--- config.mk ---
export PLATFORM = sky130hd
export DESIGN_NAME = pef_queue
export DESIGN_NICKNAME = d
export VERILOG_FILES = /design/src/rtl/pef_pkg.sv /design/src/rtl/pef_queue.sv
export SDC_FILE = /design/constraint.sdc
export NUM_CORES = 1
export LEC_CHECK = 0
export BUFFER_PORTS_ARGS = -buffer_cell sky130_fd_sc_hd__buf_2
export CORE_MARGIN = 4
export CORE_UTILIZATION = 50
export CTS_BUF_LIST = sky130_fd_sc_hd__clkbuf_2
export DETAILED_ROUTE_END_ITERATION = 7
export PLACE_DENSITY = 0.74
export REMOVE_ABC_BUFFERS = 1
export SETUP_SLACK_MARGIN = 0.4
export SLEW_MARGIN = 20
export SYNTH_ARGS = -nofsm -noshare
export SYNTH_HDL_FRONTEND = slang
export SYNTH_SLANG_ARGS = --single-unit
--- constraint.sdc ---
create_clock -name clock -period 2.7 [get_ports clock]
set_input_delay 0.54 -clock clock [delete_from_list [all_inputs] [get_ports clock]]
set_output_delay 0.54 -clock clock [all_outputs]
set_load 0.02 [all_outputs]
--- src/rtl/pef_pkg.sv ---
package pef_pkg;

   localparam int unsigned DEF_MAX_WINDOW  = 4096;
   localparam int unsigned DEF_SAMPLE_BITS = 16;
   localparam int unsigned QUEUE_DEPTH     = 2;

   localparam int unsigned COEF_W  = 16;
   localparam int unsigned WL_W    = 13;
   localparam int unsigned CSR_AW  = 4;
   localparam int unsigned CSR_DW  = 32;

   localparam logic [COEF_W-1:0] RST_ATTACK  = 16'd65000;
   localparam logic [COEF_W-1:0] RST_RELEASE = 16'd65500;
   localparam logic [WL_W-1:0]   RST_WINDOW  = 13'd480;

   typedef enum logic [1:0] {
      REG_DETECT_MODE = 2'd0,
      REG_ATTACK      = 2'd1,
      REG_RELEASE     = 2'd2,
      REG_WINDOW      = 2'd3
   } csr_reg_type;

   typedef enum logic [1:0] {
      F_IDLE,
      F_READ,
      F_SUM,
      F_PUSH
   } front_state_type;

   typedef enum logic [2:0] {
      B_IDLE,
      B_DIV,
      B_SQRT,
      B_MUL1,
      B_MUL2,
      B_OUT
   } back_state_type;

   // smoother settings handed from the register block to the back end
   typedef struct packed {
      logic              detect_mode;
      logic [COEF_W-1:0] attack_coeff;
      logic [COEF_W-1:0] release_coeff;
   } smooth_cfg_type;

endpackage

--- src/rtl/pef_queue.sv ---
module pef_queue import pef_pkg::*; #(
   parameter int unsigned WIDTH = 8,
   parameter int unsigned DEPTH = QUEUE_DEPTH
) (
   input  logic             clock,
   input  logic             reset,
   input  logic             push_valid,
   output logic             push_ready,
   input  logic [WIDTH-1:0] push_data,
   output logic             pop_valid,
   input  logic             pop_ready,
   output logic [WIDTH-1:0] pop_data
);

   localparam int unsigned PW = (DEPTH > 1) ? $clog2(DEPTH) : 1;
   localparam int unsigned CW = $clog2(DEPTH + 1);

   logic [WIDTH-1:0] entry_ff [DEPTH];
   logic [PW-1:0]    wr_ff, rd_ff;
   logic [CW-1:0]    fill_ff;
   logic             do_push, do_pop;

   assign push_ready = (32'(fill_ff) < DEPTH);
   assign pop_valid  = (fill_ff != '0);
   assign do_push    = push_valid && push_ready;
   assign do_pop     = pop_valid && pop_ready;
   assign pop_data   = entry_ff[rd_ff];

   always_ff @(posedge clock) begin
      if (reset) begin
         wr_ff   <= '0;
         rd_ff   <= '0;
         fill_ff <= '0;
      end else begin
         if (do_push) begin
            wr_ff <= (32'(wr_ff) + 32'd1 >= DEPTH) ? '0 : PW'(32'(wr_ff) + 32'd1);
         end
         if (do_pop) begin
            rd_ff <= (32'(rd_ff) + 32'd1 >= DEPTH) ? '0 : PW'(32'(rd_ff) + 32'd1);
         end
         if (do_push && !do_pop) begin
            fill_ff <= fill_ff + 1'b1;
         end else if (do_pop && !do_push) begin
            fill_ff <= fill_ff - 1'b1;
         end
      end
   end

   always_ff @(posedge clock) begin
      if (do_push) begin
         entry_ff[wr_ff] <= push_data;
      end
   end

   a_fill_bound: assert property (@(posedge clock) disable iff (reset)
      32'(fill_ff) <= DEPTH)
      else $error("queue overfilled");

endmodule

==> metrics.json <==
{
  "layoutNonFillerInstCount": 88,
  "yosys_warnings": 0,
  "critPathLaunchType": "flop",
  "power.density_nw_per_um2": 970,
  "htreeDepth": 1,
  "maximum_operating_frequency_ghz": 0.513,
  "place_hpwl_microns": 987,
  "post_route_cells_drive_above_1_share_pct": 47.2,
  "cp_data_required_time_ns": 2.16,
  "detail_route.iter0.violations": 5,
  "vdd_ir_drop_max_mv": 0.615,
  "post_synth_instance_area_sq_um": 788,
  "report.final.hold_viol_count": 0,
  "globalplace.congestion": 0.754,
  "power.combinational.fraction_pct": 34.7,
  "setup_total_neg_slack_ns": 0,
  "largest_stage_delay_worst_path_ns": 0.57,
  "post-route-min-period_ns": 1.95,
  "place_worst_setup_slack_ns": 0.725,
  "grt_pass1_wl_microns": 2010,
  "power.static_leakage_uw": 0.000370,
  "internal_power_uw": 596,
  "grt_max_degree": 12,
  "slew_viol_final": 0,
  "cts_max_path_buffers": 2,
  "ys_seq_elements": 21,
  "clock-skew-final_ns": 0.00885,
  "ioPinCount": 22,
  "unrepaired_setup_endpoints_after_global_routing": "false",
  "cts_sinks": 21,
  "path_class": "reg2out",
  "drc": 0,
  "buffers_inserted_by_post_cts_timing_repair": 0,
  "final_nets": 86,
  "crit_path_cell_trace": "mux2_2 > buf_2",
  "clk_latency_ns": 0.29,
  "dr.pass1.iters": 4,
  "setup_violations": 0,
  "setup_slack_ns": 0.750,
  "antenna_cells": 0,
  "count_of_input_and_output_buffers": 21,
  "standard_cell_row_count": 14,
  "status": "completed",
  "initial_core_util_pct": 52.3,
  "ant_nets": 0,
  "setup.worst_path.end_class": "primary output",
  "grt_overflow": 0,
  "cts_inserted_buffers": 3,
  "clockPowerShare_pct": 13.3,
  "clkTransAtPathRegs_ns": 0.17,
  "worstHoldPathType": "in2reg",
  "synth-seq-area-share_pct": 73.7,
  "tritoncts": "yes",
  "floorplan.die.height_microns": 47.7,
  "crit_family": "flip-flops",
  "crit_fanout": 8,
  "maxSlewHeadroom_pct": 51.8,
  "detail_route.wl_per_cell_microns": 14.8,
  "ctsRootBufferMaster": "sky130_fd_sc_hd__clkbuf_2",
  "dieWidth_microns": 47.7,
  "grt_antenna_before_repair": 0,
  "switching_power_uw": 305,
  "core_box_area_sq_um": 1510,
  "dr_total_vias": 453,
  "p_total_uw": 900,
  "cts.repair.resized": 0,
  "vias_in_the_first_global_route": 453,
  "routed_wirelength_microns": 1300,
  "net_switching_fraction_of_the_power_pct": 33.8,
  "tightestPinTransition_ns": 0.722,
  "cts-hold-fix-buffers": 0,
  "maxCapViolCount": 0,
  "groute.usage.overall_pct": 13.7,
  "netlist-cell-type-count": 15,
  "avgViaCountPerCell": 5.15,
  "synth_to_layout_area_growth_pct": 17.8,
  "critical_path_buf_inv_count": 1,
  "number_of_cells_after_detailed_placement": 84,
  "worst-endpoint-arrival_ns": 1.41,
  "pwr-share-seq_pct": 52.0,
  "syn_inst": 48,
  "floorplan.die_area_sq_um": 2280,
  "critical_path.slowest_cell": "sky130_fd_sc_hd__dfxtp_1",
  "syn_area_cell_sq_um": 16.4,
  "period_share_pct": 72.2
}
cell usage in the layout, fill, tap and decap left out:
cell	netlist	final
sky130_fd_sc_hd__xnor2_1	1	1
sky130_fd_sc_hd__nor2b_1	2	2
sky130_fd_sc_hd__buf_2	1	21
sky130_fd_sc_hd__dfxtp_1	5	5
sky130_fd_sc_hd__and2_1	1	1
sky130_fd_sc_hd__xor2_1	3	3
sky130_fd_sc_hd__inv_1	1	1
sky130_fd_sc_hd__or2_2	1	1
sky130_fd_sc_hd__ha_1	1	1
sky130_fd_sc_hd__o21ai_0	2	2
sky130_fd_sc_hd__a21oi_1	1	1
sky130_fd_sc_hd__nor2_1	4	4
sky130_fd_sc_hd__edfxtp_1	16	16
sky130_fd_sc_hd__mux2_2	8	8
sky130_fd_sc_hd__clkbuf_2	0	4
sky130_fd_sc_hd__or3_1	1	1
synth_stat cells:
| cell type | n | area (sq um) |
|---|---|---|
| sky130_fd_sc_hd__nor2_1 | 4 | 15.0 |
| sky130_fd_sc_hd__xnor2_1 | 1 | 8.76 |
| sky130_fd_sc_hd__edfxtp_1 | 16 | 480 |
| sky130_fd_sc_hd__nor2b_1 | 2 | 12.5 |
| sky130_fd_sc_hd__and2_1 | 1 | 6.26 |
| sky130_fd_sc_hd__o21ai_0 | 2 | 10.0 |
| sky130_fd_sc_hd__or3_1 | 1 | 6.26 |
| sky130_fd_sc_hd__buf_2 | 1 | 5.00 |
| sky130_fd_sc_hd__or2_2 | 1 | 6.26 |
| sky130_fd_sc_hd__xor2_1 | 3 | 26.3 |
| sky130_fd_sc_hd__mux2_2 | 8 | 90.1 |
| sky130_fd_sc_hd__inv_1 | 1 | 3.75 |
| sky130_fd_sc_hd__dfxtp_1 | 5 | 100 |
| sky130_fd_sc_hd__ha_1 | 1 | 12.5 |
| sky130_fd_sc_hd__a21oi_1 | 1 | 5.00 |
layer usage:
layer | part of all wire [%] | global-route usage (%)
met3 | 5.2 | 4.51
met1 | 40 | 15.1
met5 | 0 | 0
met2 | 54 | 22.4
met4 | 0.92 | 8.60
flip-flops by register name, indices dropped and copies added (netlist names), named ones only:
name / flops
entry_ff: 16
fill_ff: 2
rd_ff: 1
wr_ff: 1
cells by family after synthesis:
group	Yosys count	synth area share (%)
buffers and inverters	2	1.11
AOI/OAI and AO/OA	3	1.90
muxes	8	11.4
DFF	21	73.7
and+or+nand+nor	9	5.87
adders and majority gates	1	1.59
xor gates and xnor gates	4	4.45
power by group through the flow:
| stage | combinational (uW) | clock, uW | sequential [uW] |
|---|---|---|---|
| final | 312 | 120 | 468 |
| after global routing | 342 | 147 | 479 |
| after CTS | 317 | 125 | 470 |
| after detailed placement | 316 | 0 | 477 |
| after global placement | 304 | 0 | 471 |
| after floorplan | 231 | 0 | 461 |
through the flow:
stage | utilization [%] | hold WS [ns] | area [sq um]
2_1_floorplan | - | 0.472 | 783
3_3_place_gp | 60.3 | 0.488 | 908
3_5_place_dp | 60.3 | 0.498 | 908
4_1_cts | 61.6 | 0.413 | 928
5_1_grt | 61.6 | 0.364 | 928
6_report | 61.6 | 0.425 | 928
area by class of cell:
class                           count  area (sq um)
Multi-Input combinational cell     25           199
Sequential cell                    21           581
Timing Repair Buffer               21           105
Fill cell                         123           578
Clock buffer                        4          20.0
Inverter                            1          3.75
Tap cell                           16          20.0
worst paths after layout:
check	startpoint	cells after the start	slack, ns	endpoint
max	flop	2	0.75	pop_data[0]
min reg2reg	rd_ff	2	0.53	flop
min	push_data[3]	1	0.43	entry_ff[0][3]
max reg2reg	fill_ff[1]	2	1.05	entry_ff[0][0]
Note: power is estimated with default switching activity, not from simulation.
