$ cat src/rtl/pef_pkg.sv
package pef_pkg;

   localparam int unsigned DEF_MAX_WINDOW  = 4096;
   localparam int unsigned DEF_SAMPLE_BITS = 16;
   localparam int unsigned QUEUE_DEPTH     = 2;

   localparam int unsigned COEF_W  = 16;
   localparam int unsigned WL_W    = 13;
   localparam int unsigned CSR_AW  = 4;
   localparam int unsigned CSR_DW  = 32;

   localparam logic [COEF_W-1:0] RST_ATTACK  = 16'd65000;
   localparam logic [COEF_W-1:0] RST_RELEASE = 16'd65500;
   localparam logic [WL_W-1:0]   RST_WINDOW  = 13'd480;

   typedef enum logic [1:0] {
      REG_DETECT_MODE = 2'd0,
      REG_ATTACK      = 2'd1,
      REG_RELEASE     = 2'd2,
      REG_WINDOW      = 2'd3
   } csr_reg_type;

   typedef enum logic [1:0] {
      F_IDLE,
      F_READ,
      F_SUM,
      F_PUSH
   } front_state_type;

   typedef enum logic [2:0] {
      B_IDLE,
      B_DIV,
      B_SQRT,
      B_MUL1,
      B_MUL2,
      B_OUT
   } back_state_type;

   // smoother settings handed from the register block to the back end
   typedef struct packed {
      logic              detect_mode;
      logic [COEF_W-1:0] attack_coeff;
      logic [COEF_W-1:0] release_coeff;
   } smooth_cfg_type;

endpackage

$ cat src/rtl/pef_back.sv
module pef_back import pef_pkg::*; #(
   parameter int unsigned SAMPLE_BITS = DEF_SAMPLE_BITS,
   parameter int unsigned SUM_W       = 48,
   parameter int unsigned CNT_W       = $clog2(DEF_MAX_WINDOW + 1)
) (
   input  logic                   clock,
   input  logic                   reset,
   input  smooth_cfg_type         cfg,
   input  logic                   pop_valid,
   output logic                   pop_ready,
   input  logic [SUM_W-1:0]       pop_sum,
   input  logic [CNT_W-1:0]       pop_count,
   input  logic [SAMPLE_BITS-1:0] pop_mag,
   input  logic                   pop_clear,
   output logic                   rsp_valid,
   input  logic                   rsp_ready,
   output logic [SAMPLE_BITS-1:0] rsp_envelope,
   output logic [SAMPLE_BITS-1:0] rsp_peak_level
);

   localparam int unsigned LV_W   = SUM_W / 2;
   localparam int unsigned STEP_W = $clog2(SUM_W);
   localparam int unsigned P1_W   = COEF_W + LV_W;
   localparam int unsigned P2_W   = COEF_W + 1 + LV_W;
   localparam int unsigned PS_W   = P2_W + 1;

   back_state_type     state_ff, state_in;
   logic [STEP_W-1:0]  step_ff;
   logic [SUM_W-1:0]   dq_ff, dq_in;
   logic [CNT_W-1:0]   rem_ff, rem_in, cnt_ff;
   logic [CNT_W:0]     dtrial;
   logic [LV_W-1:0]    root_ff, root_in;
   logic [LV_W:0]      srem_ff, srem_in;
   logic [LV_W+2:0]    stry, sbase;
   logic [LV_W-1:0]    x_ff, level_ff, peak_ff, level_new;
   logic [COEF_W-1:0]  c_ff, c_sel;
   logic [P1_W-1:0]    p1_ff;
   logic [P2_W-1:0]    p2_ff;
   logic [PS_W-1:0]    psum;
   logic               rsp_valid_ff;
   logic [SAMPLE_BITS-1:0] env_ff, pk_ff;
   logic               out_free, div_last, sqrt_last;

   assign out_free  = !rsp_valid_ff || rsp_ready;
   assign div_last  = (32'(step_ff) == SUM_W - 1);
   assign sqrt_last = (32'(step_ff) == LV_W - 1);

   always_comb begin
      state_in  = state_ff;
      pop_ready = 1'b0;
      unique case (state_ff)
         B_IDLE: begin
            pop_ready = 1'b1;
            if (pop_valid) begin
               state_in = cfg.detect_mode ? B_DIV : B_MUL1;
            end
         end
         B_DIV: begin
            if (div_last) begin
               state_in = B_SQRT;
            end
         end
         B_SQRT: begin
            if (sqrt_last) begin
               state_in = B_MUL1;
            end
         end
         B_MUL1: begin
            state_in = B_MUL2;
         end
         B_MUL2: begin
            state_in = B_OUT;
         end
         B_OUT: begin
            if (out_free) begin
               state_in = B_IDLE;
            end
         end
         default: begin
            state_in = B_IDLE;
         end
      endcase
   end

   // restoring divide, one quotient bit per cycle
   always_comb begin
      dtrial = {rem_ff, dq_ff[SUM_W-1]};
      if (dtrial >= {1'b0, cnt_ff}) begin
         rem_in = CNT_W'(dtrial - {1'b0, cnt_ff});
         dq_in  = {dq_ff[SUM_W-2:0], 1'b1};
      end else begin
         rem_in = CNT_W'(dtrial);
         dq_in  = {dq_ff[SUM_W-2:0], 1'b0};
      end
   end

   // digit-by-digit square root on the quotient, two radicand bits per cycle
   always_comb begin
      sbase = {srem_ff, dq_ff[SUM_W-1:SUM_W-2]};
      stry  = {1'b0, root_ff, 2'b01};
      if (sbase >= stry) begin
         srem_in = (LV_W+1)'(sbase - stry);
         root_in = {root_ff[LV_W-2:0], 1'b1};
      end else begin
         srem_in = (LV_W+1)'(sbase);
         root_in = {root_ff[LV_W-2:0], 1'b0};
      end
   end

   assign c_sel     = (x_ff > level_ff) ? cfg.attack_coeff : cfg.release_coeff;
   assign psum      = PS_W'(p1_ff) + PS_W'(p2_ff);
   assign level_new = LV_W'(psum >> COEF_W);

   always_ff @(posedge clock) begin
      if (reset) begin
         state_ff     <= B_IDLE;
         level_ff     <= '0;
         peak_ff      <= '0;
         rsp_valid_ff <= 1'b0;
      end else begin
         state_ff <= state_in;
         if (state_ff == B_IDLE && pop_valid && pop_clear) begin
            level_ff <= '0;
            peak_ff  <= '0;
         end
         if (state_ff == B_OUT && out_free) begin
            rsp_valid_ff <= 1'b1;
            level_ff     <= level_new;
            if (level_new > peak_ff) begin
               peak_ff <= level_new;
            end
         end else if (rsp_ready) begin
            rsp_valid_ff <= 1'b0;
         end
      end
   end

   always_ff @(posedge clock) begin
      unique case (state_ff)
         B_IDLE: begin
            dq_ff   <= pop_sum;
            rem_ff  <= '0;
            cnt_ff  <= pop_count;
            step_ff <= '0;
            x_ff    <= LV_W'(pop_mag);
         end
         B_DIV: begin
            dq_ff   <= dq_in;
            rem_ff  <= rem_in;
            step_ff <= div_last ? '0 : step_ff + 1'b1;
            root_ff <= '0;
            srem_ff <= '0;
         end
         B_SQRT: begin
            dq_ff   <= {dq_ff[SUM_W-3:0], 2'b00};
            root_ff <= root_in;
            srem_ff <= srem_in;
            step_ff <= step_ff + 1'b1;
            if (sqrt_last) begin
               x_ff <= root_in;
            end
         end
         B_MUL1: begin
            c_ff  <= c_sel;
            p1_ff <= P1_W'(c_sel) * P1_W'(level_ff);
         end
         B_MUL2: begin
            p2_ff <= P2_W'((COEF_W+1)'(1) << COEF_W) - P2_W'(c_ff) == '0 ? '0 :
                     P2_W'(((COEF_W+1)'(1) << COEF_W) - (COEF_W+1)'(c_ff)) * P2_W'(x_ff);
         end
         B_OUT: begin
            if (out_free) begin
               env_ff <= SAMPLE_BITS'(level_new);
               pk_ff  <= SAMPLE_BITS'((level_new > peak_ff) ? level_new : peak_ff);
            end
         end
         default: begin
         end
      endcase
   end

   assign rsp_valid      = rsp_valid_ff;
   assign rsp_envelope   = env_ff;
   assign rsp_peak_level = pk_ff;

   a_peak_covers_level: assert property (@(posedge clock) disable iff (reset)
      peak_ff >= level_ff)
      else $error("peak below level");

   a_result_loaded: assert property (@(posedge clock) disable iff (reset)
      (state_ff == B_OUT && out_free) |=> rsp_valid && state_ff == B_IDLE)
      else $error("result not presented after smoothing");

endmodule

$ cat config.mk
export PLATFORM = sky130hd
export DESIGN_NAME = pef_back
export DESIGN_NICKNAME = d
export VERILOG_FILES = /design/src/rtl/pef_pkg.sv /design/src/rtl/pef_back.sv
export SDC_FILE = /design/constraint.sdc
export NUM_CORES = 2
export LEC_CHECK = 0
export BUFFER_PORTS_ARGS = -buffer_cell sky130_fd_sc_hd__buf_2
export CORE_MARGIN = 3
export CORE_UTILIZATION = 59
export DETAILED_ROUTE_END_ITERATION = 10
export MAX_ROUTING_LAYER = met4
export PLACE_DENSITY = 0.77
export SKIP_LAST_GASP = 1
export SLEW_MARGIN = 0
export SYNTH_ARGS = -nofsm -noshare
export SYNTH_HDL_FRONTEND = slang
export SYNTH_SLANG_ARGS = --single-unit
$ cat constraint.sdc
create_clock -name clock -period 7.9 [get_ports clock]
set_input_delay 1.975 -clock clock [delete_from_list [all_inputs] [get_ports clock]]
set_output_delay 1.975 -clock clock [all_outputs]
set_load 0.02 [all_outputs]
==> impl_metrics.yaml <==
worst_setup_path:
  cp.required_ns: 8.21
  cp-startpoint: "x_ff[1]$_DFFE_PP_"
  regToRegSetupSlack_ns: -0.45
  cpPeakStageDelay_ns: 0.56
  timing.rr.end: "p1_ff[38]$_DFFE_PN_"
  crit_fanout: 7
  r2r_cells: 35
  worstSetupStartpointType: "register"
  critPathSlowestCell: "fa_2"
  endpoint_kind: "register"
  reg2reg_from: "x_ff[1]$_DFFE_PP_"
  crit_type: "reg -> reg"
  arrival_ns: 8.66
layout:
  layout-drive-gt1-share_pct: 17.7
  final_util_pct: 70.8
  areaGrowthSynthToFinish_pct: 18.0
  layout.nets: 6301
timing:
  finalSetupViolCount: 22
  fin_crit_ns: 8.35
  rsz0062_at_grt: "yes"
  tightest_slew_ns: 1.20
  finClkSkew_ns: 0.0550
  worst_slack_ns: -0.453
  fin_crit_sh_pct: 106
  drv_slew: 0
  fmax_mhz: 120
  slew_headroom_pct: 19.5
  hold_viol: 0
synth:
  synth_edf_count: 281
  ys_ff_latch: 333
  synth.distinct_cells: 86
  avgSynthCellArea_um2: 9.31
  synth_flop_cell: "edfxtp_1"
  syn-cell-area_mm2: 0.0440
  yosysSeqAreaShare_pct: 21.6
  async_reset_ff_share_pct: 0
  synth_fp_nets: 5841
  synthCells: 4723
  yosys_warnings: 0
clock_tree:
  numCtsBuffers: 41
  insertion_delay_ns: 0.60
  htreeDepth: 2
  cts_tree: "built"
  cts_sinks: 333
  clockBufferDepth: 3
  root_buffer: "clkbuf_16"
  cts.clk_slew.worst_paths_ns: 0.07
routing:
  dr.pass1.iters: 6
  viasPerCell: 5.94
  wl_per_cell_um: 21.4
  antenna_left: 0
  via_count: 36700
  drt_wl_total_mm: 132
  route.detailed.drc: 0
  drtIter0Drc: 3127
floorplanning:
  coreArea_mm2: 0.0733
  dieArea_mm2: 0.0778
  die_w_um: 279
  fp-row-count: 99
  die_h_um: 279
  initial_core_util_pct: 60.0
  ioPinCount: 149
hold_path:
  hold_path.class: "reg -> reg"
  holdPathStages: 2
  hold_start: "peak_ff[16]$_SDFF_PP0_"
  min_to: "peak_ff[16]$_SDFF_PP0_"
run:
  max_cap_violations: 0
grt:
  antenna_found_initial: 4
  gr-total-overflow: 0
  grt_max_degree: 107
  grt_pass1_vias: 37800
  grt_use_total_pct: 35.0
  grt_first_pass_wirelength_mm: 207
placed_design:
  place.detailed.hpwl_mm: 101
  gp_congestion: 1.03
  port_buffers: 148
run_status:
  failed_checks: "setup timing"
  status: "complete, but fails checks"
==> worst max-delay path by stage <==
stage | cells past startpoint | end | slack [ns]
floorplan | 38 | p1_ff[32]$_DFFE_PN_ | -0.07
global placement | 27 | p1_ff[32]$_DFFE_PN_ | -0.49
detailed placement | 27 | p1_ff[32]$_DFFE_PN_ | -0.62
CTS | 36 | p1_ff[36]$_DFFE_PN_ | -0.42
global route | 36 | p1_ff[32]$_DFFE_PN_ | -0.82
finish | 35 | p1_ff[38]$_DFFE_PN_ | -0.45
==> timing repair <==
action                     in CTS  in global routing
gates resized for setup        95                 96
setup buffers                  34                 29
pin swaps                      60                 88
setup endpoints to repair      24                 36
hold buffers                    0                  0
gates cloned                    2                  3
==> registers in the layout, indices dropped and copies added (netlist names) <==
register and cells:
c_ff 16, cnt_ff 13, dq_ff 48, level_ff 24
p1_ff 40, p2_ff 40, peak_ff 24, rem_ff 13
root_ff 24, rsp_envelope 16, rsp_peak_level 16, rsp_valid 1
srem_ff 25, state_ff 3, step_ff 6, x_ff 24
==> Yosys cell counts, types with 73 or more instances <==
| cell | number | area share [%] |
|---|---|---|
| ha_1 | 367 | 10 |
| o22ai_1 | 92 | 1.3 |
| nor2_1 | 229 | 2.0 |
| clkbuf_1 | 175 | 1.5 |
| inv_1 | 862 | 7.4 |
| and2_1 | 178 | 2.5 |
| a31oi_1 | 128 | 1.8 |
| xnor2_1 | 96 | 1.9 |
| a21oi_1 | 198 | 2.3 |
| edfxtp_1 | 281 | 19 |
| a21o_1 | 75 | 1.3 |
| fa_1 | 636 | 29 |
| nand2_1 | 602 | 5.1 |
| o21ai_0 | 73 | 0.83 |
| nand3_1 | 99 | 1.1 |
==> cell usage in the layout, fill, tap and decap left out, types with 15 or more instances in the layout <==
cell type  synthesis  routed
inv_1            862     849
fa_1             636     615
nand2_1          602     595
buf_4             12     440
ha_1             367     348
edfxtp_1         281     281
nor2_1           229     221
a21oi_1          198     179
and2_1           178     178
buf_2             27     148
a31oi_1          128     115
o22ai_1           92      92
xnor2_1           96      88
nand3_1           99      87
a21o_1            75      75
o21ai_0           73      64
dfxtp_1           52      50
o22a_1            46      46
clkbuf_16          0      44
buf_12             0      43
nand4_1           39      39
xor2_1            41      36
nor3_1            40      34
mux2i_1           34      34
nor2b_1           30      30
nand2b_1          25      25
o21a_1            21      21
a21oi_2            3      21
fa_2               0      21
a22oi_1           19      19
o21bai_1          19      18
and3_1            22      15
a211oi_1          18      15
ha_4               0      15
==> cells by family after synthesis <==
logic type	Yosys count	synth area share, %
compound gates	807	12.3
xor+xnor	137	2.73
simple gates	1307	13.6
fa+ha+maj	1003	39.4
buf+inv	1100	9.62
flops	333	21.6
mux	36	0.825
==> cell type report <==
type / count / area [µm²]
multi-input cells: 3290 / 31400
flip-flops and latches: 333 / 9480
clock inverters: 23 / 307
repair buffers: 646 / 5150
inverters: 871 / 3280
diodes: 4 / 10.0
clock buffers: 51 / 1070
well taps: 959 / 1200
fillers: 5424 / 21400
==> through the flow <==
step	setup TNS [ns]	setup WS [ns]	instance area, µm²	hold slack [ns]	cells
final	-5.54	-0.453	51900	0.464	6177
after global routing	-12.51	-0.818	51900	0.486	6177
after detailed placement	-7.02	-0.620	49000	0.455	6033
after global placement	-5.47	-0.489	49000	0.452	6033
after CTS	-3.68	-0.419	51100	0.463	6142
after floorplan	-0.0954	-0.0703	44200	0.444	4723
==> worst max-delay path: cells and delay by family, from the launching register on <==
family	cells	cell delay (ns)
AOI/OAI and AO/OA	13	2.24
DFF	1	0.45
adders and majority gates	8	3.34
and+or+nand+nor	5	0.93
buffers and inverters	9	1.09
==> per-layer routing <==
| metal | vias to the layer above | wire [µm] | track usage [%] | share of wire, % |
|---|---|---|---|---|
| met5 | - | 0 | - | 0 |
| met1 | 18000 | 50300 | 43.7 | 38 |
| met4 | 0 | 7800 | 15.8 | 5.9 |
| met2 | 1859 | 60900 | 55.1 | 46 |
| met3 | 413 | 13300 | 7.80 | 10 |
| li1 | 16400 | - | - | - |
Power is not shown: default switching activity piles up to over one toggle a cycle in this logic, so the estimate is an artifact.
