### config.mk
export PLATFORM = sky130hd
export DESIGN_NAME = pef_front
export DESIGN_NICKNAME = d
export VERILOG_FILES = /design/src/rtl/pef_pkg.sv /design/src/rtl/pef_front.sv
export SDC_FILE = /design/constraint.sdc
export NUM_CORES = 1
export LEC_CHECK = 0
export ABC_CLOCK_PERIOD_IN_PS = 12010
export BUFFER_PORTS_ARGS = -buffer_cell sky130_fd_sc_hd__buf_4
export CAP_MARGIN = 20
export CORE_ASPECT_RATIO = 1.75
export CORE_MARGIN = 3
export CORE_UTILIZATION = 50
export CTS_CLUSTER_DIAMETER = 60
export DETAILED_ROUTE_END_ITERATION = 16
export PLACE_DENSITY = 0.74
export SLEW_MARGIN = 10
export SYNTH_ARGS = -nofsm -noshare
export SYNTH_HDL_FRONTEND = slang
export SYNTH_SLANG_ARGS = --single-unit
### constraint.sdc
create_clock -name clock -period 12.01 [get_ports clock]
set_input_delay 0.6005 -clock clock [delete_from_list [all_inputs] [get_ports clock]]
set_output_delay 0.6005 -clock clock [all_outputs]
set_load 0.01 [all_outputs]
### src/rtl/pef_pkg.sv
package pef_pkg;

   localparam int unsigned DEF_MAX_WINDOW  = 4096;
   localparam int unsigned DEF_SAMPLE_BITS = 16;
   localparam int unsigned QUEUE_DEPTH     = 2;

   localparam int unsigned COEF_W  = 16;
   localparam int unsigned WL_W    = 13;
   localparam int unsigned CSR_AW  = 4;
   localparam int unsigned CSR_DW  = 32;

   localparam logic [COEF_W-1:0] RST_ATTACK  = 16'd65000;
   localparam logic [COEF_W-1:0] RST_RELEASE = 16'd65500;
   localparam logic [WL_W-1:0]   RST_WINDOW  = 13'd480;

   typedef enum logic [1:0] {
      REG_DETECT_MODE = 2'd0,
      REG_ATTACK      = 2'd1,
      REG_RELEASE     = 2'd2,
      REG_WINDOW      = 2'd3
   } csr_reg_type;

   typedef enum logic [1:0] {
      F_IDLE,
      F_READ,
      F_SUM,
      F_PUSH
   } front_state_type;

   typedef enum logic [2:0] {
      B_IDLE,
      B_DIV,
      B_SQRT,
      B_MUL1,
      B_MUL2,
      B_OUT
   } back_state_type;

   // smoother settings handed from the register block to the back end
   typedef struct packed {
      logic              detect_mode;
      logic [COEF_W-1:0] attack_coeff;
      logic [COEF_W-1:0] release_coeff;
   } smooth_cfg_type;

endpackage

### src/rtl/pef_front.sv
module pef_front import pef_pkg::*; #(
   parameter int unsigned MAX_WINDOW  = DEF_MAX_WINDOW,
   parameter int unsigned SAMPLE_BITS = DEF_SAMPLE_BITS,
   parameter int unsigned SUM_W       = 48,
   parameter int unsigned CNT_W       = $clog2(DEF_MAX_WINDOW + 1),
   parameter int unsigned AW          = (MAX_WINDOW > 1) ? $clog2(MAX_WINDOW) : 1
) (
   input  logic                          clock,
   input  logic                          reset,
   input  logic                          req_valid,
   output logic                          req_ready,
   input  logic signed [SAMPLE_BITS-1:0] req_sample,
   input  logic                          req_block_start,
   input  logic                          req_clear_level,
   input  logic [CNT_W-1:0]              win_len,
   output logic                          ram_re,
   output logic [AW-1:0]                 ram_raddr,
   input  logic [SAMPLE_BITS-1:0]        ram_rdata,
   output logic                          ram_we,
   output logic [AW-1:0]                 ram_waddr,
   output logic [SAMPLE_BITS-1:0]        ram_wdata,
   output logic                          push_valid,
   input  logic                          push_ready,
   output logic [SUM_W-1:0]              push_sum,
   output logic [CNT_W-1:0]              push_count,
   output logic [SAMPLE_BITS-1:0]        push_mag,
   output logic                          push_clear
);

   localparam int unsigned SQ_W = 2 * SAMPLE_BITS;

   front_state_type        state_ff, state_in;
   logic [SUM_W-1:0]       sum_ff, sum_in, kept;
   logic [CNT_W-1:0]       seen_ff, seen_in, count_ff, count_in;
   logic [AW-1:0]          wp_ff, wp_in;
   logic [SAMPLE_BITS-1:0] s_ff, s_mag, old_mag;
   logic                   clear_ff;
   logic [SQ_W-1:0]        osq_ff, sq_ff;
   logic [31:0]            wp32, w32, idx32;

   always_comb begin
      state_in   = state_ff;
      req_ready  = 1'b0;
      ram_re     = 1'b0;
      ram_we     = 1'b0;
      push_valid = 1'b0;
      unique case (state_ff)
         F_IDLE: begin
            req_ready = 1'b1;
            if (req_valid) begin
               ram_re   = 1'b1;
               state_in = F_READ;
            end
         end
         F_READ: begin
            ram_we   = 1'b1;
            state_in = F_SUM;
         end
         F_SUM: begin
            state_in = F_PUSH;
         end
         F_PUSH: begin
            push_valid = 1'b1;
            if (push_ready) begin
               state_in = F_IDLE;
            end
         end
         default: begin
            state_in = F_IDLE;
         end
      endcase
   end

   // oldest sample of the window sits win_len slots behind the write pointer
   assign wp32      = 32'(wp_ff);
   assign w32       = 32'(win_len);
   assign idx32     = (wp32 >= w32) ? (wp32 - w32) : (wp32 + MAX_WINDOW - w32);
   assign ram_raddr = AW'(idx32);
   assign ram_waddr = wp_ff;
   assign ram_wdata = s_ff;
   assign wp_in     = (wp32 + 32'd1 >= MAX_WINDOW) ? '0 : AW'(wp32 + 32'd1);

   assign s_mag   = s_ff[SAMPLE_BITS-1] ? (~s_ff + 1'b1) : s_ff;
   assign old_mag = ram_rdata[SAMPLE_BITS-1] ? (~ram_rdata + 1'b1) : ram_rdata;

   always_comb begin
      if (seen_ff >= win_len) begin
         kept = (sum_ff >= SUM_W'(osq_ff)) ? (sum_ff - SUM_W'(osq_ff)) : '0;
      end else begin
         kept = sum_ff;
      end
      sum_in   = kept + SUM_W'(sq_ff);
      seen_in  = (32'(seen_ff) < MAX_WINDOW) ? (seen_ff + 1'b1) : seen_ff;
      count_in = (seen_in > win_len) ? win_len : seen_in;
   end

   always_ff @(posedge clock) begin
      if (reset) begin
         state_ff <= F_IDLE;
         sum_ff   <= '0;
         seen_ff  <= '0;
         wp_ff    <= '0;
      end else begin
         state_ff <= state_in;
         if (req_valid && req_ready && req_block_start) begin
            sum_ff  <= '0;
            seen_ff <= '0;
         end else if (state_ff == F_SUM) begin
            sum_ff  <= sum_in;
            seen_ff <= seen_in;
            wp_ff   <= wp_in;
         end
      end
   end

   always_ff @(posedge clock) begin
      if (req_valid && req_ready) begin
         s_ff     <= req_sample;
         clear_ff <= req_clear_level;
      end
      if (state_ff == F_READ) begin
         osq_ff <= SQ_W'(old_mag) * SQ_W'(old_mag);
         sq_ff  <= SQ_W'(s_mag) * SQ_W'(s_mag);
      end
      if (state_ff == F_SUM) begin
         count_ff <= count_in;
      end
   end

   assign push_sum   = sum_ff;
   assign push_count = count_ff;
   assign push_mag   = s_mag;
   assign push_clear = clear_ff;

   a_count_nonzero: assert property (@(posedge clock) disable iff (reset)
      push_valid |-> (push_count != '0) && (push_count <= win_len))
      else $error("window count out of range");

   a_seen_cap: assert property (@(posedge clock) disable iff (reset)
      32'(seen_ff) <= MAX_WINDOW)
      else $error("samples seen above window capacity");

endmodule

==> impl_results.md, run 1 <==
- Synthesized instance count: 3016
- # diodes: 0
- MaxCap Viol Count: 0
- CTS Buf Count: 17
- Worst path required time: 12.22 ns
- Fin. max-slew vios: 0
- Insertion delay to the later sink of the worst-skew pair: 0.46 ns
- Final TNS setup: 0 ns
- CP Launch Type: flip-flop
- Fin crit period: 9.27 ns
- Layout cells sized above 1: 8.60%
- Register area share after synthesis: 16.1%
- PortBufs: 172
- Post-Syn Area: 0.0264 mm²
- Drc violations: 0
- 1st-iter DRT viols: 1329
- CTS tree: yes
- Crit-path max FO: 9
- Largest net degree at the start of global routing: 64
- Total global-route track usage: 25.8%
- Post_cts resized: 0
- Routed WL per cell: 18.4 µm
- Critical Path Start: ram_wdata[6]
- Reg2reg start: ram_wdata[6]
- Fill count: 4630
- Reg2reg setup slack: 2.74 ns
- Synth top cells by count: 540 x inv_1, 329 x fa_1, 302 x ha_1
- Clk sink count: 167
- Fin. Hold Viols: 0
- CP max stage delay: 0.70 ns
- Reg2reg end: sq_ff[31]
- Syn_area_per_cell: 8.75 µm²
- P&R area growth vs syn: 10.2%
- Top cells by area, synth: fa_1 25%, ha_1 14%, edfxtp_1 10%, inv_1 7.7%, dfxtp_1 5.7%
- # setup viols final: 0
- Top Ports: 173
- Hold Crit Class: in2reg
- Number of global-route vias before repair: 22900
- Starting Density: 50.9%
- Area leader, netlist: fa_1
- Critical Path Sink: sq_ff[31]
- Hold buffers post-CTS: 0
- WL final: 71000 µm
- Fmax achieved: 108 MHz
- CP most frequent cell: fa_1
- Drt first pass iters: 7
- H-Tree Depth: 4
- Flops & latches, synth: 167
- Layout net count: 3854
- Yosys top cell area share: 24.9%
- Count of different cell masters after synthesis: 87
- Ys async rst share: 0%
- Worst-Margin Slew: 1.16 ns
- Hold_sp: req_clear_level
- Routed vias: 21600
- Clock Skews: 0.0133 ns
- DIE AREA: 0.0557 mm²
- Bufs on Longest Clock Path: 2
- RSZ-0062 raised after global routing: no
- YS warnings: 0
- Slew HR: 22.6%
- Post-synth EDFFs: 92
- Crit Path Class: reg2reg
- Row count: 110
- Worst Setup End Kind: flip-flop
- First-pass GRT wire length: 115000 µm
- Initial antenna violation count: 0
- Post-DP HPWL: 59100 µm
- Reg clk slew, reported paths: 0.07 ns
- GR Overflow Total: 0
- Setup repair bufs after CTS: 0
- Status: complete, no violations
- CP arrival: 9.48 ns
- Final hold slack: 0.310 ns
- Area of the core: 0.0519 mm²
- Worst path slowest cell: xor2_1
- Die width: 180 µm
- Period utilisation layout: 77.2%
- RePlAce Congestion: 0.969
- Most common cell in the netlist: inv_1
- Ys flop type: edfxtp_1
- Clock root buffer: clkbuf_16
- Detail Route Antenna Nets: 0
- Die H: 310 µm
- R2R depth: 30
- Via/cell ratio: 5.59
kinds of logic (layout without fill, tap and decap cells):
logic type | Yosys count | count (layout) | synth area share (%)
XOR/XNOR | 187 | 187 | 6.20
AND/OR/NAND/NOR | 843 | 843 | 15.0
adder cells (fa/ha/maj) | 631 | 631 | 39.3
other | 2 | 22 | 0.0284
multiplexers | 55 | 55 | 2.16
flip-flops | 167 | 167 | 16.1
AO/OA/AOI/OAI | 499 | 499 | 12.2
buffers and inverters | 632 | 781 | 9.08
routing by layer:
metal	GRT usage (%)	part of all wire, %
met1	25.9	35
met2	49.0	53
met3	2.92	4.3
met4	18.9	8.3
met5	0	0
critical path: cells and delay by family (launching register included):
family	cells	cell delay, ns
DFF	1	0.45
buffers and inverters	6	0.87
adders and majority gates	7	3.43
and+or+nand+nor	5	1.39
AOI/OAI and AO/OA	10	2.12
xor gates and xnor gates	2	0.79
stage by stage:
step	setup WS (ns)	utilization (%)	std cells	area [µm²]
floorplan	3.66	-	3036	26500
global placement	3.02	54.9	3825	28500
detailed placement	2.91	54.9	3825	28500
CTS	2.86	56.1	3857	29100
global route	2.23	56.1	3857	29100
finish	2.74	56.1	3857	29100
flip-flops by register name (all words and copies together), names as in the netlist:
name and cells:
push_sum 48, seen_ff 13, ram_wdata 16, push_count 13, sq_ff 31, osq_ff 31
state_ff 2, ram_waddr 12, push_clear 1
placed cells by master (no fill, tap or decap), types with 8 or more instances in the layout:
master	n
inv_1	540
fa_1	329
ha_1	300
nand2_1	271
nor2_1	268
buf_4	194
a21oi_1	144
o21ai_0	115
xnor2_1	104
edfxtp_1	92
xor2_1	83
dfxtp_1	75
a21o_1	69
nand3_1	41
nor3_1	41
mux2i_1	40
nand2b_1	28
o31ai_1	28
and2_1	27
nand4_1	25
nor2b_1	24
and3_1	23
conb_1	22
or3_1	20
o21a_1	20
clkbuf_16	18
nand3b_1	16
mux2_2	15
a31oi_1	15
clkinv_1	13
nor4_1	13
o21bai_1	11
o41ai_1	10
a211oi_1	10
o211ai_1	9
or4_1	8
final cells by class:
cell class              count  area, µm²  area share, %
multi-input cells        2237      19800           68.1
flip-flops and latches    167       4260           14.7
inverters                 555       2080           7.16
repair buffers            194       1460           5.00
well taps                 672        841           2.89
clock buffers              20        478           1.64
clock inverters            12        149          0.512
how the worst min path moves through the flow:
stage | endpoint | slack [ns] | depth (start not counted)
floorplan | seen_ff[6] | 0.49 | 2
global placement | seen_ff[8] | 0.51 | 2
detailed placement | seen_ff[8] | 0.52 | 2
CTS | push_clear | 0.29 | 1
global route | ram_wdata[15] | 0.30 | 1
finish | push_clear | 0.31 | 1
Power of run 1 is left out: the tool's default activity adds up to more than one toggle a clock period on the data nets, which glitch-free logic cannot reach.
==> run 2, diff against run 1 <==
--- a/config.mk
+++ b/config.mk
@@ -5,7 +5,8 @@
 export SDC_FILE = /design/constraint.sdc
 export NUM_CORES = 1
 export LEC_CHECK = 0
-export ABC_CLOCK_PERIOD_IN_PS = 12010
+export ABC_AREA = 1
+export ABC_CLOCK_PERIOD_IN_PS = 8200
 export BUFFER_PORTS_ARGS = -buffer_cell sky130_fd_sc_hd__buf_4
 export CAP_MARGIN = 20
 export CORE_ASPECT_RATIO = 1.75
@@ -13,7 +14,7 @@
 export CORE_UTILIZATION = 50
 export CTS_CLUSTER_DIAMETER = 60
 export DETAILED_ROUTE_END_ITERATION = 16
-export PLACE_DENSITY = 0.74
+export PLACE_DENSITY = 0.76
 export SLEW_MARGIN = 10
 export SYNTH_ARGS = -nofsm -noshare
 export SYNTH_HDL_FRONTEND = slang
==> constraint.sdc (replaced) <==
create_clock -name clock -period 8.2 [get_ports clock]
set_input_delay 0.41 -clock clock [delete_from_list [all_inputs] [get_ports clock]]
set_output_delay 0.41 -clock clock [all_outputs]
set_load 0.01 [all_outputs]
==> run 2 against run 1 <==
Die area is 5.7% higher; sequential share of layout area is 0.82 points lower; fmax is 20% higher; clock skew increased by 0.0056 ns; global-route usage rose by 2.7 points; synthesized cell count increased by 25%; first-iteration DRC count grew 3.8%; critical endpoint is now sq_ff[27].
==> impl_results.md, run 2 <==
- Status: complete, no violations
- Total global-route track usage: 28.5%
- Clock root buffer: clkbuf_16
- Period utilisation layout: 94.1%
- Reg clk slew, reported paths: 0.08 ns
- Largest register FFs: 48
- Ys async rst share: 0%
- Clk sink count: 167
- CP most frequent cell: inv_1
- Crit Path Class: reg2reg
- Fin. max-slew vios: 0
- Final hold slack: 0.101 ns
- Ys flop type: edfxtp_1
- CTS Buf Count: 17
- Crit-path max FO: 7
- Largest net degree at the start of global routing: 84
- Fill count: 5286
- Syn_area_per_cell: 7.40 µm²
- Flops & latches, synth: 167
- Routed vias: 24500
- Fmax achieved: 130 MHz
- Placement Cell Area: 0.0302 mm²
- CP Launch Type: flip-flop
- Synth top cells by count: 940 x inv_1, 746 x nand2_1, 370 x nor2_1
- Count of different cell masters after synthesis: 56
- MaxCap Viol Count: 0
- YS warnings: 0
- Number of global-route vias before repair: 25500
- WL final: 82700 µm
- Starting Density: 50.5%
- Fin area: 0.0308 mm²
- Layout cells sized above 1: 7.61%
- Multi-input gate area: 0.0199 mm²
- Fin crit period: 7.72 ns
- Worst Setup End Kind: flip-flop
- Register area share after synthesis: 15.3%
- Commonest non-fill, non-tap cell in the layout: inv_1
- Worst path required time: 8.43 ns
- 1st-iter DRT viols: 1379
- Worst-Margin Slew: 0.928 ns
- Post-Syn Area: 0.0280 mm²
- Layout Utilization: 55.7%
- Synthesized instance count: 3778
- Seq. cell area: 0.00426 mm²
- Drt first pass iters: 5
- # diodes: 0
- Bufs on Longest Clock Path: 2
- Post-DP HPWL: 69800 µm
- RSZ-0062 raised after global routing: no
- First-pass GRT wire length: 130000 µm
- RePlAce Congestion: 0.989
- Routed WL per cell: 17.7 µm
- CTS tree: yes
- Most frequent cells in the layout: 939 x inv_1, 744 x nand2_1, 367 x nor2_1, 329 x fa_1, 300 x ha_1
- Worst path slowest cell: fa_1
- DIE AREA: 0.0589 mm²
- Hold Crit Class: in2reg
- Row count: 114
- Yosys top cell area share: 23.6%
- CP max stage delay: 0.54 ns
- Area leader, netlist: fa_1
- Top Ports: 173
- Drc violations: 0
- Area of the core: 0.0553 mm²
- CP arrival: 7.95 ns
- Via/cell ratio: 5.24
- Die H: 319 µm
- Top cells by area, synth: fa_1 24%, ha_1 14%, inv_1 13%, nand2_1 10%, edfxtp_1 9.9%
- Insertion delay to the later sink of the worst-skew pair: 0.47 ns
- # setup viols final: 0
- Clock Skews: 0.0189 ns
- P&R area growth vs syn: 10.3%
- PortBufs: 172
- Fin. Hold Viols: 0
- Post-synth EDFFs: 92
- Most common cell in the netlist: inv_1
- Slew HR: 37.5%
- H-Tree Depth: 4
- Detail Route Antenna Nets: 0
- Final TNS setup: 0 ns
- Die width: 185 µm
- GR Overflow Total: 0
- Hold buffers post-CTS: 0
- Initial antenna violation count: 0
- Layout net count: 4650
run 2: cell types whose count changed in the layout (fill, tap and decap cells not counted), moves of 28 or more:
cell and change:
a21o_1 -62, a21oi_1 +67, inv_1 +399, mux2i_1 -40, nand2_1 +473, nand2b_1 -28
nand3_1 +53, nor2_1 +99, xnor2_1 -52
run 2: metal layers:
| layer | up-vias | GRT usage (%) | wire length, µm |
|---|---|---|---|
| li1 | 11900 | - | - |
| met4 | 0 | 23.8 | 8410 |
| met5 | - | 0 | 0 |
| met3 | 349 | 3.91 | 3370 |
| met2 | 742 | 52.3 | 42900 |
| met1 | 11500 | 27.7 | 28000 |
run 2: cell type report:
type,instances,share of cell area [%]
clock buffers,20,1.49
clock inverters,12,0.353
inverters,956,11.7
multi-input cells,2615,64.7
flip-flops and latches,167,13.8
well taps,696,2.82
repair buffers,211,5.14
run 2: final timing paths:
check / from / to / slack [ns] / depth (start not counted)
worst max-delay path: ram_wdata[0] / sq_ff[27] / 0.48 / 31
worst min-delay path: req_sample[6] / ram_wdata[6] / 0.10 / 1
worst max register to register: ram_wdata[0] / sq_ff[27] / 0.48 / 31
worst min register to register: ram_waddr[0] / ram_waddr[0] / 0.52 / 2
run 2: cells by family (layout without fill, tap and decap cells):
family          Yosys count  in the layout  share of synthesized area, %
fa+ha+maj               631            631                          37.1
xor+xnor                159            159                          4.98
flops                   167            167                          15.3
other cells               2             22                        0.0269
compound gates          464            464                          9.16
buf+inv                1016           1199                          13.8
simple gates           1339           1339                          19.7
run 2: through the flow:
step / cells / worst slack [ns]
4_1_cts: 4674 / 0.502
5_1_grt: 4677 / 0.0390
3_5_place_dp: 4642 / 0.521
6_report: 4677 / 0.481
3_3_place_gp: 4642 / 0.616
2_1_floorplan: 3798 / 0.552
run 2: worst max-delay path, delay by kind of cell, from the launching register on:
family / cells / cell delay [ns]
fa+ha+maj: 7 / 3.37
simple gates: 11 / 2.04
flops: 1 / 0.52
xor+xnor: 1 / 0.06
compound gates: 3 / 0.65
buf+inv: 9 / 0.83
run 2: timing repair:
item                       in CTS  in global routing
hold endpoints to repair        0                  0
setup buffers                   0                  3
gates resized for setup         0                  6
setup endpoints to repair       0                  3
Power of run 2 is left out for the same reason.
